`src/hdl/alu3_pkg.sv`:
```
// ----------------------------------------------------------------------------
// alu3_pkg
// Opcodes, item types and constants of the group-3 integer execution unit.
// ----------------------------------------------------------------------------
package alu3_pkg;

  localparam int unsigned XLEN = 32;
  localparam int unsigned MACLEN = 2 * XLEN;
  localparam logic [XLEN-1:0] SIGN_BIT = 32'h8000_0000;

  // low nibble of the group-3 opcode; codes 1 and 9 are not implemented
  typedef enum logic [3:0] {
    OP_CMP_EQ = 4'd0,
    OP_CMP_HS = 4'd2,
    OP_CMP_GE = 4'd3,
    OP_DIV1   = 4'd4,
    OP_DMULU  = 4'd5,
    OP_CMP_HI = 4'd6,
    OP_CMP_GT = 4'd7,
    OP_SUB    = 4'd8,
    OP_SUBC   = 4'd10,
    OP_SUBV   = 4'd11,
    OP_ADD    = 4'd12,
    OP_DMULS  = 4'd13,
    OP_ADDC   = 4'd14,
    OP_ADDV   = 4'd15
  } alu3_op_t;

  typedef struct packed {
    logic [3:0]      mode;
    logic [XLEN-1:0] rn_value;
    logic [XLEN-1:0] rm_value;
    logic            t_in;
    logic            q_in;
    logic            m_in;
  } alu3_req_t;

  typedef struct packed {
    logic [XLEN-1:0]   rn_result;
    logic              rn_write;
    logic              t_out;
    logic              q_out;
    logic [MACLEN-1:0] mac_result;
    logic              mac_write;
    logic              illegal;
  } alu3_res_t;

endpackage

```
`src/hdl/alu3_if.sv`:
```
// ----------------------------------------------------------------------------
// alu3_if
// Valid/ready channels of the group-3 execution unit: instruction in, result out.
// ----------------------------------------------------------------------------
interface alu3_in_if;
  logic        valid;
  logic        ready;
  logic [3:0]  mode;
  logic [31:0] rn_value;
  logic [31:0] rm_value;
  logic        t_in;
  logic        q_in;
  logic        m_in;

  modport source (output valid, mode, rn_value, rm_value, t_in, q_in, m_in, input ready);
  modport sink   (input valid, mode, rn_value, rm_value, t_in, q_in, m_in, output ready);
endinterface

interface alu3_out_if;
  logic        valid;
  logic        ready;
  logic [31:0] rn_result;
  logic        rn_write;
  logic        t_out;
  logic        q_out;
  logic [63:0] mac_result;
  logic        mac_write;
  logic        illegal;

  modport source (output valid, rn_result, rn_write, t_out, q_out, mac_result, mac_write,
                  illegal, input ready);
  modport sink   (input valid, rn_result, rn_write, t_out, q_out, mac_result, mac_write,
                  illegal, output ready);
endinterface

```
`src/hdl/alu3_exec.sv`:
```
// ----------------------------------------------------------------------------
// alu3_exec
// Single-pass datapath: compares, divide step, add/sub forms and 33x33 multiply.
// ----------------------------------------------------------------------------
module alu3_exec
  import alu3_pkg::*;
(
  input  alu3_req_t req,
  output alu3_res_t res
);

  logic [XLEN-1:0]     rn;
  logic [XLEN-1:0]     rm;
  logic [XLEN-1:0]     div_sh;
  logic [XLEN:0]       div_sum;
  logic [XLEN:0]       sub_w;
  logic [XLEN:0]       add_w;
  logic [XLEN:0]       subc_w;
  logic [XLEN:0]       addc_w;
  logic                div_q;
  logic                mul_sx;
  logic signed [XLEN:0]     mul_a;
  logic signed [XLEN:0]     mul_b;
  logic signed [2*XLEN+1:0] mul_p;

  assign rn = req.rn_value;
  assign rm = req.rm_value;

  // divide step: shift T in, subtract when Q equals M, else add
  assign div_sh  = {rn[XLEN-2:0], req.t_in};
  assign div_sum = (req.q_in == req.m_in) ? ({1'b0, div_sh} - {1'b0, rm})
                                          : ({1'b0, div_sh} + {1'b0, rm});
  assign div_q   = rn[XLEN-1] ^ div_sum[XLEN] ^ req.m_in;

  // top bit of each 33-bit result is the carry or borrow
  assign sub_w  = {1'b0, rn} - {1'b0, rm};
  assign add_w  = {1'b0, rn} + {1'b0, rm};
  assign subc_w = {1'b0, rn} - {1'b0, rm} - {{XLEN{1'b0}}, req.t_in};
  assign addc_w = {1'b0, rn} + {1'b0, rm} + {{XLEN{1'b0}}, req.t_in};

  // one signed 33x33 multiplier serves both dmulu and dmuls
  assign mul_sx = (req.mode == OP_DMULS);
  assign mul_a  = signed'({mul_sx & rn[XLEN-1], rn});
  assign mul_b  = signed'({mul_sx & rm[XLEN-1], rm});
  assign mul_p  = mul_a * mul_b;

  always_comb begin
    res.rn_result  = rn;
    res.rn_write   = 1'b0;
    res.t_out      = req.t_in;
    res.q_out      = req.q_in;
    res.mac_result = '0;
    res.mac_write  = 1'b0;
    res.illegal    = 1'b0;
    unique case (req.mode) inside
      OP_CMP_EQ: res.t_out = (rn == rm);
      OP_CMP_HS: res.t_out = (rn >= rm);
      OP_CMP_GE: res.t_out = ((rn ^ SIGN_BIT) >= (rm ^ SIGN_BIT));
      OP_CMP_HI: res.t_out = (rn > rm);
      OP_CMP_GT: res.t_out = ((rn ^ SIGN_BIT) > (rm ^ SIGN_BIT));
      OP_DIV1: begin
        res.rn_result = div_sum[XLEN-1:0];
        res.rn_write  = 1'b1;
        res.q_out     = div_q;
        res.t_out     = (div_q == req.m_in);
      end
      OP_DMULU, OP_DMULS: begin
        res.mac_result = mul_p[MACLEN-1:0];
        res.mac_write  = 1'b1;
      end
      OP_SUB: begin
        res.rn_result = sub_w[XLEN-1:0];
        res.rn_write  = 1'b1;
      end
      OP_ADD: begin
        res.rn_result = add_w[XLEN-1:0];
        res.rn_write  = 1'b1;
      end
      OP_SUBC: begin
        res.rn_result = subc_w[XLEN-1:0];
        res.rn_write  = 1'b1;
        res.t_out     = subc_w[XLEN];
      end
      OP_ADDC: begin
        res.rn_result = addc_w[XLEN-1:0];
        res.rn_write  = 1'b1;
        res.t_out     = addc_w[XLEN];
      end
      OP_SUBV: begin
        res.rn_result = sub_w[XLEN-1:0];
        res.rn_write  = 1'b1;
        res.t_out     = (rn[XLEN-1] ^ rm[XLEN-1]) & (rn[XLEN-1] ^ sub_w[XLEN-1]);
      end
      OP_ADDV: begin
        res.rn_result = add_w[XLEN-1:0];
        res.rn_write  = 1'b1;
        res.t_out     = ~(rn[XLEN-1] ^ rm[XLEN-1]) & (rn[XLEN-1] ^ add_w[XLEN-1]);
      end
      default: res.illegal = 1'b1;
    endcase
  end

endmodule

```
`src/hdl/cpu_alu_compare_divstep_multiply_unit.sv`:
```
// ----------------------------------------------------------------------------
// cpu_alu_compare_divstep_multiply_unit
// Group-3 integer execution unit: compares, div1, dmulu/dmuls, add/sub forms.
// ----------------------------------------------------------------------------
// Usage:
//   in_ch carries one instruction per item: opcode low nibble, Rn and Rm
//   values and the T, Q and M flags. out_ch carries one result per item:
//   new Rn with its write enable, new T and Q, the 64-bit MAC product with
//   its write enable, and the illegal flag for codes 1 and 9.
//   Both channels use valid/ready; an item moves when both are high.
//   The item is registered in the input stage, goes through one pass of
//   the datapath (the 33x33 multiplier sets the path) and lands in the
//   result register, which drives out_ch.valid.
//   Throughput is one item per cycle while the receiver does not stall.
//   When the receiver stalls, the result register holds and the input
//   register can still take one more item; in_ch.ready then drops until
//   out_ch.ready returns.
//   Reset (rst_n low, synchronous) empties both stages; no result is lost
//   or repeated across a stall.
// ----------------------------------------------------------------------------
module cpu_alu_compare_divstep_multiply_unit
  import alu3_pkg::*;
(
  input logic        clk,
  input logic        rst_n,
  alu3_in_if.sink    in_ch,
  alu3_out_if.source out_ch
);

  logic      s1_vld_r;
  logic      s1_vld_nxt;
  alu3_req_t s1_req_r;
  logic      out_vld_r;
  logic      out_vld_nxt;
  alu3_res_t out_res_r;
  alu3_res_t exec_res;
  alu3_req_t in_req;
  logic      in_fire;
  logic      out_adv;

  assign in_req.mode     = in_ch.mode;
  assign in_req.rn_value = in_ch.rn_value;
  assign in_req.rm_value = in_ch.rm_value;
  assign in_req.t_in     = in_ch.t_in;
  assign in_req.q_in     = in_ch.q_in;
  assign in_req.m_in     = in_ch.m_in;

  // result register can load when empty or being drained
  assign out_adv     = !out_vld_r || out_ch.ready;
  assign in_ch.ready = !s1_vld_r || out_adv;
  assign in_fire     = in_ch.valid && in_ch.ready;

  assign s1_vld_nxt  = in_fire ? 1'b1 : (out_adv ? 1'b0 : s1_vld_r);
  assign out_vld_nxt = out_adv ? s1_vld_r : out_vld_r;

  alu3_exec u_exec (
    .req (s1_req_r),
    .res (exec_res)
  );

  always_ff @(posedge clk) begin
    if (!rst_n) begin
      s1_vld_r  <= 1'b0;
      out_vld_r <= 1'b0;
    end else begin
      s1_vld_r  <= s1_vld_nxt;
      out_vld_r <= out_vld_nxt;
    end
  end

  always_ff @(posedge clk) begin
    if (in_fire) begin
      s1_req_r <= in_req;
    end
    if (out_adv && s1_vld_r) begin
      out_res_r <= exec_res;
    end
  end

  assign out_ch.valid      = out_vld_r;
  assign out_ch.rn_result  = out_res_r.rn_result;
  assign out_ch.rn_write   = out_res_r.rn_write;
  assign out_ch.t_out      = out_res_r.t_out;
  assign out_ch.q_out      = out_res_r.q_out;
  assign out_ch.mac_result = out_res_r.mac_result;
  assign out_ch.mac_write  = out_res_r.mac_write;
  assign out_ch.illegal    = out_res_r.illegal;

  // an item in the input stage moves into the result register when it can
  a_s1_to_out: assert property (@(posedge clk) disable iff (!rst_n)
    (s1_vld_r && out_adv) |=> out_vld_r)
    else $error("item in input stage not forwarded");

  // a stalled item in the input stage is neither lost nor replaced
  a_s1_hold: assert property (@(posedge clk) disable iff (!rst_n)
    (s1_vld_r && !out_adv) |=> (s1_vld_r && $stable(s1_req_r)))
    else $error("stalled input stage item changed");

  // an item never writes both Rn and MAC
  a_one_dest: assert property (@(posedge clk) disable iff (!rst_n)
    out_vld_r |-> !(out_res_r.rn_write && out_res_r.mac_write))
    else $error("result writes both rn and mac");

  // illegal codes change nothing
  a_illegal_quiet: assert property (@(posedge clk) disable iff (!rst_n)
    (out_vld_r && out_res_r.illegal) |->
      (!out_res_r.rn_write && !out_res_r.mac_write && out_res_r.mac_result == '0))
    else $error("illegal item has side effects");

  // reset empties the pipeline
  a_reset_empty: assert property (@(posedge clk)
    !rst_n |=> (!out_vld_r && !s1_vld_r))
    else $error("pipeline not empty after reset");

endmodule

```
`src/flat_wrapper.sv`:
```
// flat-port wrapper written by rule: the top's interface ports become plain ports
module cpu_alu_compare_divstep_multiply_unit_flat import alu3_pkg::*;
  (clk, rst_n, in_ch_valid, in_ch_mode, in_ch_rn_value, in_ch_rm_value, in_ch_t_in, in_ch_q_in, in_ch_m_in, in_ch_ready, out_ch_valid, out_ch_rn_result, out_ch_rn_write, out_ch_t_out, out_ch_q_out, out_ch_mac_result, out_ch_mac_write, out_ch_illegal, out_ch_ready);
  alu3_in_if in_ch_i ();
  alu3_out_if out_ch_i ();
  input logic clk;
  input logic rst_n;
  input wire logic [$bits(in_ch_i.valid)-1:0] in_ch_valid;
  input wire logic [$bits(in_ch_i.mode)-1:0] in_ch_mode;
  input wire logic [$bits(in_ch_i.rn_value)-1:0] in_ch_rn_value;
  input wire logic [$bits(in_ch_i.rm_value)-1:0] in_ch_rm_value;
  input wire logic [$bits(in_ch_i.t_in)-1:0] in_ch_t_in;
  input wire logic [$bits(in_ch_i.q_in)-1:0] in_ch_q_in;
  input wire logic [$bits(in_ch_i.m_in)-1:0] in_ch_m_in;
  output wire logic [$bits(in_ch_i.ready)-1:0] in_ch_ready;
  output wire logic [$bits(out_ch_i.valid)-1:0] out_ch_valid;
  output wire logic [$bits(out_ch_i.rn_result)-1:0] out_ch_rn_result;
  output wire logic [$bits(out_ch_i.rn_write)-1:0] out_ch_rn_write;
  output wire logic [$bits(out_ch_i.t_out)-1:0] out_ch_t_out;
  output wire logic [$bits(out_ch_i.q_out)-1:0] out_ch_q_out;
  output wire logic [$bits(out_ch_i.mac_result)-1:0] out_ch_mac_result;
  output wire logic [$bits(out_ch_i.mac_write)-1:0] out_ch_mac_write;
  output wire logic [$bits(out_ch_i.illegal)-1:0] out_ch_illegal;
  input wire logic [$bits(out_ch_i.ready)-1:0] out_ch_ready;
  assign in_ch_i.valid = in_ch_valid;
  assign in_ch_i.mode = in_ch_mode;
  assign in_ch_i.rn_value = in_ch_rn_value;
  assign in_ch_i.rm_value = in_ch_rm_value;
  assign in_ch_i.t_in = in_ch_t_in;
  assign in_ch_i.q_in = in_ch_q_in;
  assign in_ch_i.m_in = in_ch_m_in;
  assign in_ch_ready = in_ch_i.ready;
  assign out_ch_valid = out_ch_i.valid;
  assign out_ch_rn_result = out_ch_i.rn_result;
  assign out_ch_rn_write = out_ch_i.rn_write;
  assign out_ch_t_out = out_ch_i.t_out;
  assign out_ch_q_out = out_ch_i.q_out;
  assign out_ch_mac_result = out_ch_i.mac_result;
  assign out_ch_mac_write = out_ch_i.mac_write;
  assign out_ch_illegal = out_ch_i.illegal;
  assign out_ch_i.ready = out_ch_ready;
  cpu_alu_compare_divstep_multiply_unit u_core (.clk(clk), .rst_n(rst_n), .in_ch(in_ch_i), .out_ch(out_ch_i));
endmodule
```
`config.mk`:
```
export PLATFORM = sky130hd
export DESIGN_NAME = cpu_alu_compare_divstep_multiply_unit_flat
export DESIGN_NICKNAME = d
export VERILOG_FILES = /design/src/hdl/alu3_pkg.sv /design/src/hdl/alu3_if.sv /design/src/hdl/alu3_exec.sv /design/src/hdl/cpu_alu_compare_divstep_multiply_unit.sv /design/src/flat_wrapper.sv
export SDC_FILE = /design/constraint.sdc
export NUM_CORES = 2
export LEC_CHECK = 0
export BUFFER_PORTS_ARGS = -buffer_cell sky130_fd_sc_hd__buf_2
export CORE_MARGIN = 5
export CORE_UTILIZATION = 32
export DETAILED_ROUTE_END_ITERATION = 8
export PLACE_DENSITY_LB_ADDON = 0.3
export SLEW_MARGIN = 5
export SYNTH_ARGS = -nofsm -noshare
export SYNTH_HDL_FRONTEND = slang
export SYNTH_SLANG_ARGS = --single-unit
```
`constraint.sdc`:
```
create_clock -name clk -period 25.5 [get_ports clk]
set_clock_uncertainty 0.1 [all_clocks]
set_input_delay 2.55 -clock clk [delete_from_list [all_inputs] [get_ports clk]]
set_output_delay 2.55 -clock clk [all_outputs]
set_load 0.01 [all_outputs]
```
==> reports/results.tsv <==
stage	metric	value	unit
run_status	status	complete, but fails checks	
run_status	failing checks	DRC, capacitance limit	
floorplanning	Die X	415	um
floorplanning	Core Box Area	163000	um^2
place	setup slack at placement	15.43	ns
logic_synthesis	largest family of logic cells by synthesized area	adder cells	
global_routing	largest net degree at the start of global routing	58	
critical_path	endpoint class of the critical path	flop	
hold_path	Hold Startpoint	u_core.s1_vld_r	
clock_network	Max clock buf depth	2	
final_layout	Area growth syn-to-layout	7.28	%
hold_path	hold-critical path depth	1	
floorplanning	Initial Util	32.2	%
logic_synthesis	most common cell in the synthesized netlist	inv_1	
sta	final setup violating endpoints	0	
clock_network	TritonCTS clock tree	yes	
global_routing	global-route wire length before repair	279000	um
logic_synthesis	main area contributors after synthesis	fa_1, edfxtp_1, inv_1	
critical_path	Largest stage delay, worst path	0.99	ns
route	DR vias/cell	5.14	
logic_synthesis	post-synth top area share	43.0	%
global_routing	vias in the first global route	43900	
sta	final worst setup slack	15.35	ns
global_routing	busiest layer in global routing	met2	
global_routing	grt ovf	0	
route	drt first pass iters	8	
critical_path	worst flop-to-flop path startpoint	u_core.s1_req_r[70]	
logic_synthesis	Commonest cells post-synth	inv_1, fa_1, nand2_1, ha_1, and2_1	
logic_synthesis	Synth Area in Simple Gates	15.7	%
critical_path	WP data required	25.84	ns
sta	min cycle time layout	10.15	ns
sta	Slew HR	2.18	%
clock_network	Resized Gates After CTS	0	
critical_path	flop-to-flop setup slack	15.35	ns
sta	Worst Max-Slew Pin Slew	1.45	ns
place	I/O Buffers	177	
logic_synthesis	Synth Area in Compound Gates	8.79	%
place	gpl congestion	0.942	
sta	Peak Freq	98.5	MHz
logic_synthesis	EDFF count, synth	172	
critical_path	startpoint types	flop	
route	initial DRC count	3419	
critical_path	Worst R2R End	u_core.out_ch.mac_result[63]	
logic_synthesis	Synth Cell Area	52500	um^2
critical_path	CP max FO	19	
critical_path	kind of critical path	flop to flop	
hold_path	Min-Delay Path Class	flop to flop	
place	dpl hpwl	142000	um
sta	Final Hold Viols	0	
critical_path	CP arrival	10.49	ns
clock_network	Post-CTS Setup Bufs	0	
sta	Max Slew Vio Count	0	
critical_path	Worst Reg-to-Reg Cells	25	
route	DRC	2	
sta	Final period util	39.8	%
critical_path	origin of the worst setup path	u_core.s1_req_r[70]	
logic_synthesis	xor-xnor portion of the synthesized cell area	3.62	%
clock_network	CTS Hold Bufs	0	
floorplanning	Core Rows	148	
clock_network	Root Buffer	clkbuf_16	
clock_network	Num CTS Buffers	17	
clock_network	clock sinks	174	
critical_path	Worst path slowest cell	fa_1	
sta	post-route setup TNS	0	ns
global_routing	Tot GR Track Use	21.2	%
route	Final ANT Viol Nets	0	
sta	RSZ-0062 raised after global routing	false	
critical_path	Critical Path Most Common Cell	fa_1	
final_layout	share of cells above drive strength 1	6.37	%
logic_synthesis	syn_nets	7350	
clock_network	htree depth	4	
logic_synthesis	Ys Warns	0	
global_routing	initial antenna violation count	4	
logic_synthesis	adder-cell share of the synthesized area	50.5	%
floorplanning	die area	172000	um^2
logic_synthesis	proportion of synthesized area in mux cells	0.193	%
global_routing	met3 Resource Use GR	3.30	%
logic_synthesis	number of synthesized register bits	174	
final_layout	Final nets	7346	
logic_synthesis	Synth Flop Type	edfxtp_1	
route	WL/cell	22.5	um
global_routing	GR Util met2	35.7	%
floorplanning	die height	415	um
logic_synthesis	Distinct cells, synth	106	
logic_synthesis	post-synthesis sequential area ratio	9.91	%
final_layout	Finished Core Util	34.6	%
route	via count	41200	
global_routing	GR Util met1	28.0	%
logic_synthesis	Synth area leader	fa_1	
job	MaxCap Viol Count	1	
logic_synthesis	Async SR Flop Fraction	0	%
clock_network	clock latency on the worst-skew pair	0.56	ns
logic_synthesis	Mapped Cells	5833	
floorplanning	Top-Level Pins	178	
logic_synthesis	Post-Syn Area per Cell	9.00	um^2
hold_path	WHS Endpoint	u_core.out_ch.valid	
clock_network	clk slew on worst S/H paths	0.09	ns
route	Post-Route WL	181000	um
layout make-up:
class | instances | area, um^2
inverters | 1269 | 4760
diodes | 1 | 2.50
multi-input cells | 4089 | 41400
clock buffers | 17 | 425
flip-flops and latches | 174 | 5200
fillers | 17000 | 107000
clock inverters | 15 | 171
well taps | 2175 | 2720
repair buffers | 278 | 1640
how the worst max path moves through the flow:
stage / end / slack [ns] / depth (start not counted)
CTS: u_core.out_ch.mac_result[60] / 15.41 / 26
finish: u_core.out_ch.mac_result[63] / 15.35 / 25
detailed placement: u_core.out_ch.mac_result[60] / 15.43 / 26
global route: u_core.out_ch.mac_result[63] / 14.91 / 25
global placement: u_core.out_ch.mac_result[60] / 15.63 / 26
floorplan: u_core.out_ch.mac_result[58] / 16.87 / 30
flip-flops by register name, summed over array words and instances (netlist names):
name                      cells
u_core.s1_req_r              71
u_core.out_ch.valid           1
u_core.out_ch.t_out           1
u_core.out_ch.mac_result     64
u_core.out_ch.mac_write       1
u_core.out_ch.q_out           1
u_core.out_ch.rn_result      32
u_core.s1_vld_r               1
u_core.out_ch.illegal         1
u_core.out_ch.rn_write        1
critical path, delay by kind of cell (launching register included):
family	cells	cell delay, ns
flops	1	0.58
compound gates	2	0.57
buf+inv	6	0.88
fa+ha+maj	9	4.96
simple gates	8	2.91
routing by layer:
metal	wire, um	share of wire [%]	vias up
met5	0	0	-
met4	6880	3.8	0
met3	12600	7.0	266
met2	86400	48	1538
met1	74800	41	21500
li1	-	-	17900
per-stage QoR:
| step | std cells | hold WS, ns | area, um^2 |
|---|---|---|---|
| after CTS | 8017 | 0.438 | 56300 |
| after global routing | 8017 | 0.486 | 56300 |
| after global placement | 7985 | 0.413 | 55700 |
| final | 8018 | 0.434 | 56300 |
| after floorplan | 5833 | 0.377 | 52500 |
| after detailed placement | 7985 | 0.419 | 55700 |
kinds of logic after synthesis:
family,Yosys count
and+or+nand+nor,1748
AOI/OAI and AO/OA,672
muxes,10
adders and majority gates,1442
DFF,174
xor gates and xnor gates,217
buffers and inverters,1570
placed cells by master, fill, tap and decap left out, types with 33 or more instances in the layout:
cell / n
buf_4: 101
edfxtp_1: 172
nor4_1: 41
o21ai_0: 93
xnor2_1: 165
nor3_1: 65
ha_1: 314
fa_1: 1128
and3_1: 33
a21o_1: 69
nand4_1: 34
nand2_1: 820
nor2_1: 265
a31oi_1: 43
buf_2: 177
nand3_1: 52
a21oi_1: 181
xor2_1: 51
and2_1: 297
inv_1: 1265
Power is left out: the tool's default activity adds up to more than one toggle a clock period on the data nets, which glitch-free logic cannot reach.
